### src/rtl/spt_pkg.sv
// spt_pkg: shared types and constants of the sweep-and-prune pair tracker
// used by spt_ctrl, spt_dp and sweep_prune_pair_tracker; no dependencies
`timescale 1ns / 1ps
`default_nettype none
package spt_pkg;

  localparam int NODES   = 64;
  localparam int NODE_W  = 6;
  localparam int COORD_W = 24;
  localparam int POS_W   = 7;
  localparam int CNT_W   = 8;

  localparam logic signed [COORD_W-1:0] SENT_V = {1'b0, {(COORD_W-1){1'b1}}};
  localparam logic signed [COORD_W-1:0] CMAX_V = {1'b0, {(COORD_W-2){1'b1}}, 1'b0};
  localparam logic signed [COORD_W-1:0] CMIN_V = {1'b1, {(COORD_W-1){1'b0}}};

  localparam logic [2:0] OPC_ADD    = 3'd0;
  localparam logic [2:0] OPC_REMOVE = 3'd1;
  localparam logic [2:0] OPC_DIRTY  = 3'd2;
  localparam logic [2:0] OPC_COMMIT = 3'd3;
  localparam logic [2:0] OPC_FETCH  = 3'd4;

  localparam logic [1:0] ST_OK      = 2'd0;
  localparam logic [1:0] ST_FULL    = 2'd1;
  localparam logic [1:0] ST_DEGEN   = 2'd2;
  localparam logic [1:0] ST_BAD_HDL = 2'd3;

  typedef struct packed {
    logic signed [COORD_W-1:0] val;
    logic                      is_min;
    logic [NODE_W-1:0]         node;
  } ep_t;

  typedef enum logic [5:0] {
    OP_NOP, OP_LATCH, OP_DECODE, OP_INIT_ROW,
    OP_ADD0, OP_ADD1, OP_ADD2, OP_ADD3,
    OP_RMRD, OP_RMWR, OP_RMMRD, OP_RMMWR, OP_RMFIN,
    OP_DT0, OP_DT1,
    OP_CMCLR, OP_CMSCAN, OP_CMP0, OP_CMP1, OP_CMP2,
    OP_CMAX, OP_CMA1, OP_CMA2, OP_CMA3,
    OP_CMMV, OP_CMM1, OP_CMM2, OP_CMSL, OP_CMS1,
    OP_CMT0, OP_CMT1, OP_CMT2, OP_CMR0, OP_CMR1,
    OP_CMW0, OP_CMW1, OP_CMNX, OP_CMNN, OP_CMEND,
    OP_FTRD, OP_FTCK
  } dp_op_t;

  typedef struct packed {
    logic [2:0] opc;
    logic       ok;
    logic       r_lt_cnt;
    logic       ax;
    logic       row_last;
    logic       n_last;
    logic       node_sel;
    logic       mv_cond;
    logic       s_last;
    logic       sl_end;
    logic       swap;
    logic       ev_on;
    logic       ev_off;
    logic       fetch_hit;
    logic       fetch_end;
  } dp_stat_t;

endpackage
`default_nettype wire

### src/rtl/spt_ctrl.sv
// spt_ctrl: command sequencer of the sweep-and-prune pair tracker
// drives one datapath micro-operation per cycle; depends on spt_pkg
`timescale 1ns / 1ps
`default_nettype none
module spt_ctrl (
  input  wire                clk,
  input  wire                rst,
  input  wire                start,
  output logic               busy,
  output logic               done,
  output spt_pkg::dp_op_t    cmd,
  input  spt_pkg::dp_stat_t  stat
);
  import spt_pkg::*;

  typedef enum logic [5:0] {
    S_INIT, S_IDLE, S_DECODE, S_ROUTE,
    S_ADD0, S_ADD1, S_ADD2, S_ADD3,
    S_RMRD, S_RMWR, S_RMMRD, S_RMMWR, S_RMFIN,
    S_DT0, S_DT1,
    S_CMCLR, S_CMSCAN, S_CMP0, S_CMP1, S_CMP2,
    S_CMAX, S_CMA1, S_CMA2, S_CMA3,
    S_CMMV, S_CMM1, S_CMM2, S_CMSL, S_CMS1,
    S_CMT0, S_CMT1, S_CMT2, S_CMR0, S_CMR1,
    S_CMW0, S_CMW1, S_CMNX, S_CMNN, S_CMEND,
    S_FTRD, S_FTCK, S_EMIT
  } state_t;

  state_t state, state_next;

  assign busy = (state != S_IDLE);
  assign done = (state == S_EMIT);

  always_comb begin
    unique case (state)
      S_INIT:   cmd = OP_INIT_ROW;
      S_IDLE:   cmd = start ? OP_LATCH : OP_NOP;
      S_DECODE: cmd = OP_DECODE;
      S_ADD0:   cmd = OP_ADD0;
      S_ADD1:   cmd = OP_ADD1;
      S_ADD2:   cmd = OP_ADD2;
      S_ADD3:   cmd = OP_ADD3;
      S_RMRD:   cmd = OP_RMRD;
      S_RMWR:   cmd = OP_RMWR;
      S_RMMRD:  cmd = OP_RMMRD;
      S_RMMWR:  cmd = OP_RMMWR;
      S_RMFIN:  cmd = OP_RMFIN;
      S_DT0:    cmd = OP_DT0;
      S_DT1:    cmd = OP_DT1;
      S_CMCLR:  cmd = OP_CMCLR;
      S_CMSCAN: cmd = OP_CMSCAN;
      S_CMP0:   cmd = OP_CMP0;
      S_CMP1:   cmd = OP_CMP1;
      S_CMP2:   cmd = OP_CMP2;
      S_CMAX:   cmd = OP_CMAX;
      S_CMA1:   cmd = OP_CMA1;
      S_CMA2:   cmd = OP_CMA2;
      S_CMA3:   cmd = OP_CMA3;
      S_CMMV:   cmd = OP_CMMV;
      S_CMM1:   cmd = OP_CMM1;
      S_CMM2:   cmd = OP_CMM2;
      S_CMSL:   cmd = OP_CMSL;
      S_CMS1:   cmd = OP_CMS1;
      S_CMT0:   cmd = OP_CMT0;
      S_CMT1:   cmd = OP_CMT1;
      S_CMT2:   cmd = OP_CMT2;
      S_CMR0:   cmd = OP_CMR0;
      S_CMR1:   cmd = OP_CMR1;
      S_CMW0:   cmd = OP_CMW0;
      S_CMW1:   cmd = OP_CMW1;
      S_CMNX:   cmd = OP_CMNX;
      S_CMNN:   cmd = OP_CMNN;
      S_CMEND:  cmd = OP_CMEND;
      S_FTRD:   cmd = OP_FTRD;
      S_FTCK:   cmd = OP_FTCK;
      default:  cmd = OP_NOP;
    endcase
  end

  always_comb begin
    state_next = state;
    unique case (state)
      S_INIT:   if (stat.row_last) state_next = S_IDLE;
      S_IDLE:   if (start) state_next = S_DECODE;
      S_DECODE: state_next = S_ROUTE;
      S_ROUTE: begin
        unique case (stat.opc)
          OPC_ADD:    state_next = stat.ok ? S_ADD0 : S_EMIT;
          OPC_REMOVE: state_next = stat.ok ? S_RMRD : S_EMIT;
          OPC_DIRTY:  state_next = stat.ok ? S_DT0 : S_EMIT;
          OPC_COMMIT: state_next = S_CMCLR;
          OPC_FETCH:  state_next = S_FTRD;
          default:    state_next = S_EMIT;
        endcase
      end
      S_ADD0: state_next = S_ADD1;
      S_ADD1: state_next = S_ADD2;
      S_ADD2: state_next = S_ADD3;
      S_ADD3: state_next = S_EMIT;
      S_RMRD: begin
        priority if (stat.r_lt_cnt) state_next = S_RMWR;
        else if (stat.ax) state_next = S_RMMRD;
        else state_next = S_RMRD;
      end
      S_RMWR:  state_next = S_RMRD;
      S_RMMRD: state_next = S_RMMWR;
      S_RMMWR: state_next = stat.row_last ? S_RMFIN : S_RMMRD;
      S_RMFIN: state_next = S_EMIT;
      S_DT0:   state_next = S_DT1;
      S_DT1:   state_next = S_EMIT;
      S_CMCLR: if (stat.row_last) state_next = S_CMSCAN;
      S_CMSCAN: begin
        priority if (stat.node_sel) state_next = S_CMP0;
        else if (stat.n_last) state_next = S_CMEND;
        else state_next = S_CMSCAN;
      end
      S_CMP0: state_next = S_CMP1;
      S_CMP1: state_next = S_CMP2;
      S_CMP2: state_next = S_CMAX;
      S_CMAX: state_next = S_CMA1;
      S_CMA1: state_next = S_CMA2;
      S_CMA2: state_next = S_CMA3;
      S_CMA3: state_next = S_CMMV;
      S_CMMV: state_next = stat.mv_cond ? S_CMM1 : S_CMNX;
      S_CMM1: state_next = S_CMM2;
      S_CMM2: state_next = S_CMSL;
      S_CMSL: state_next = stat.sl_end ? S_CMNX : S_CMS1;
      S_CMS1: begin
        priority if (!stat.swap) state_next = S_CMNX;
        else if (stat.ev_on) state_next = S_CMT0;
        else if (stat.ev_off) state_next = S_CMR0;
        else state_next = S_CMW0;
      end
      S_CMT0: state_next = S_CMT1;
      S_CMT1: state_next = S_CMT2;
      S_CMT2: state_next = S_CMR0;
      S_CMR0: state_next = S_CMR1;
      S_CMR1: state_next = S_CMW0;
      S_CMW0: state_next = S_CMW1;
      S_CMW1: state_next = S_CMSL;
      S_CMNX: begin
        priority if (!stat.s_last) state_next = S_CMMV;
        else if (stat.ax) state_next = S_CMNN;
        else state_next = S_CMAX;
      end
      S_CMNN:  state_next = stat.n_last ? S_CMEND : S_CMSCAN;
      S_CMEND: state_next = S_EMIT;
      S_FTRD:  state_next = S_FTCK;
      S_FTCK:  state_next = (stat.fetch_hit || stat.fetch_end) ? S_EMIT : S_FTRD;
      S_EMIT:  state_next = S_IDLE;
      default: state_next = S_IDLE;
    endcase
  end

  always_ff @(posedge clk) begin
    if (rst) begin
      state <= S_INIT;
    end else begin
      state <= state_next;
    end
  end

endmodule
`default_nettype wire

### config.mk
export PLATFORM = sky130hd
export DESIGN_NAME = spt_ctrl
export DESIGN_NICKNAME = d
export VERILOG_FILES = /design/src/rtl/spt_pkg.sv /design/src/rtl/spt_ctrl.sv
export SDC_FILE = /design/constraint.sdc
export NUM_CORES = 1
export LEC_CHECK = 0
export ABC_CLOCK_PERIOD_IN_PS = 2200
export BUFFER_PORTS_ARGS = -buffer_cell sky130_fd_sc_hd__buf_2
export CORE_MARGIN = 2
export CORE_UTILIZATION = 40
export CTS_BUF_LIST = sky130_fd_sc_hd__clkbuf_4 sky130_fd_sc_hd__clkbuf_8
export CTS_CLUSTER_DIAMETER = 200
export DETAILED_ROUTE_END_ITERATION = 12
export GPL_TIMING_DRIVEN = 0
export PLACE_DENSITY_LB_ADDON = 0.1
export SLEW_MARGIN = 15
export SYNTH_ARGS = -nofsm -noshare
export SYNTH_HDL_FRONTEND = slang
export SYNTH_SLANG_ARGS = --single-unit
### constraint.sdc
create_clock -name clk -period 2.2 [get_ports clk]
set_clock_uncertainty 0.2 [all_clocks]
set_input_delay 0.11 -clock clk [delete_from_list [all_inputs] [get_ports clk]]
set_output_delay 0.11 -clock clk [all_outputs]
set_load 0.02 [all_outputs]
==> metrics.txt <==
status finished, violations left; failing checks setup timing; cts bufs inserted 3; R2R depth 8; Placed Area between 0.001 and 0.0015 mm²; fin crit share 101%; GR Overflow Total 0; first-pass GRT wire length between 7000 and 8000 µm; # rows 19; combined area of the multi-input logic cells roughly 960 µm²; clock latency on the worst-skew pair 0.24 ns; Reg-to-Reg Start state[0]; Min-Delay Endpoint state[1]; Design Area, Final ~0.0014 mm²; Setup Viol. Count Final 1; via/cell ratio 6.53; routed wire length about 4300 µm; CTS H-Tree Depth 1; hold path startpoint stat[10]; predominant post-synthesis flop cell dfxtp_1; FMAX 0.448 GHz; dpl hpwl 3320 µm; total track usage 26.7%; NumNets Final roughly 230; async set-or-reset flop fraction in the synthesized netlist 0%; post-detailed-route wirelength per cell 17.8 µm; Avg Synthesized Cell Area about 6.5 µm²; Clock transition at path regs ~0.040 ns; CTS Root Cell clkbuf_4; IO buf count 27; die height ~58 µm; Hold Path Class primary input to register; Syn Inst Count between 150 and 200; Initial DRC Count between 100 and 150; category of the worst setup path launch point register; Worst VDD drop between 0.0005 and 0.0006 V; post-layout util about half; Layout Area Growth over Synthesis 21.3%; Die X-Extent ~58 µm; most frequent CP cell buf_2; CTS tree done; register area 125 µm²; commonest non-fill, non-tap cell in the layout buf_2; Post-synth EDFFs 0; slowest stage cell on the critical path nor4_2; Initial Utilization between 40% and 50%; leading cell types in the layout, fill and taps excluded 34 x buf_2, 18 x nor2_1, 17 x a21oi_1; Top reg by flops state; max reg flops 6; slew margin rel. between 60% and 70%; Slew @ Worst Pin 0.471 ns; core area between 0.002 and 0.003 mm²; RSZ-0062 raised after global routing yes; # fillers approximately 280; PD cells between 600 and 700 mW/mm²; Residual DRC 0; Final ANT Viol Nets 0; Placer Congestion around 1.0; sequential element share of the synthesized area between 10% and 20%; Ports 28; endpoints failing hold 0; R2R Path End state[1]; worst-path fanout max 10; initial antenna violation count 0; clk buf depth 2; Hold WS 0.0938 ns; Setup crit end kind output port; layout cells sized above 1 between 20% and 30%; number of vias in the routed layout roughly 1,600; Post-Syn Area approximately 0.0012 mm²; length of the first detailed-routing pass in iterations 5; post-synthesis cell type count between 50 and 60; final worst slack -0.0308 ns; number of global-route vias before repair 1,477; crit path cell chain buf_2 > nor4_2 > nand3b_1 > o221ai_1 > buf_2; hold path depth 3; maximum capacitance violations 0; final slew viol count 0; Antenna Cells 0; Top Registers state x6; Leak roughly 0.00058 µW; R2R Setup Slk approximately 0.090 ns; Crit Path Class register to output port; Synthesis Warnings 0; Post-Syn Nets about 200; CTS sink cnt 6; CP max stage delay between 0.4 and 0.5 ns; required time worst endpoint 1.89 ns; Yosys reg bits 6; min cycle time layout 2.23 ns; CP arrival between 1.5 and 2 ns; pin count of the biggest net entering global routing 11; DIE AREA approximately 0.0034 mm²
-- area by class of cell --
class | instances | area share (%)
Tap cell | 31 | 2.72
Inverter | 9 | 2.37
Sequential cell | 6 | 8.79
Clock buffer | 3 | 1.58
Multi-Input combinational cell | 151 | 67.7
Buffer | 15 | 6.68
Timing Repair Buffer | 28 | 10.2
-- per-stage QoR --
stage | instances | total power, µW | setup TNS (ns) | setup WS [ns]
after floorplan | 181 | 562 | 0 | 0.127
after global placement | 239 | 720 | -0.129 | -0.129
after detailed placement | 239 | 726 | -0.134 | -0.118
after CTS | 243 | 846 | 0 | 0.00112
after global routing | 243 | 928 | -0.0188 | -0.0152
final | 243 | 863 | -0.0308 | -0.0308
-- worst max-delay path, delay by kind of cell, from the launching register on --
| family | cells | cell delay (ns) |
|---|---|---|
| flip-flops | 1 | 0.32 |
| buffers and inverters | 2 | 0.39 |
| AO/OA/AOI/OAI | 1 | 0.28 |
| AND/OR/NAND/NOR | 2 | 0.69 |
-- timing repair --
| item | in CTS | in global routing |
|---|---|---|
| endpoints found under the hold margin | 5 | 0 |
| setup endpoints to repair | 4 | 8 |
| hold buffers | 1 | 0 |
| buffers inserted | 0 | 0 |
| resized for setup | 9 | 13 |
-- worst max path at each step --
stage / from / to / slack [ns] / cells past startpoint
floorplan: state[1] / state[1] / 0.13 / 5
global placement: state[0] / state[1] / -0.13 / 8
detailed placement: state[0] / state[1] / -0.12 / 8
CTS: state[2] / cmd[0] / 0.001 / 7
global route: state[5] / cmd[0] / -0.02 / 5
finish: state[5] / cmd[0] / -0.03 / 5
-- where the power goes --
group          total [µW]  internal (µW)  switching, µW
registers             155            127           27.5
clock network        96.7           61.4           35.3
logic                 612            238            374
total                 863            426            437
-- cells in the mapped netlist, types with 2 or more instances --
library cell	instances	area, µm²
o32ai_1	3	26.3
o32a_1	2	20.0
a21o_1	4	30.0
nor2b_1	10	62.6
and2_1	2	12.5
o21ai_0	9	45.0
o211ai_1	2	15.0
nand4_1	7	43.8
nor4bb_1	2	20.0
nor4_1	3	18.8
a311oi_1	2	17.5
buf_2	12	60.1
buf_1	2	7.51
a31oi_1	5	31.3
xnor2_1	2	17.5
o22ai_1	2	12.5
nor3b_1	3	22.5
or3_1	2	12.5
o21a_1	2	15.0
nor3_1	6	30.0
nand2_1	12	45.0
nand2b_1	4	25.0
dfxtp_1	6	120
nand3_1	5	25.0
inv_1	9	33.8
nor2_1	18	67.6
and4bb_1	2	25.0
and3b_1	2	17.5
a21oi_1	17	85.1
-- logic make-up after synthesis --
logic type                Yosys count  share of synthesized area [%]
buffers and inverters              24                           8.96
DFF                                 6                           10.2
AOI/OAI and AO/OA                  65                           38.4
muxes                               1                          0.853
and+or+nand+nor                    83                           40.1
xor gates and xnor gates            2                           1.49
-- per-layer routing --
metal | wire, µm | track usage, %
met1 | 1830 | 36.5
met2 | 1960 | 41.7
met3 | 390 | 2.68
met4 | 163 | 13.3
met5 | 0 | 0
Power figures use the tool's default switching activity.
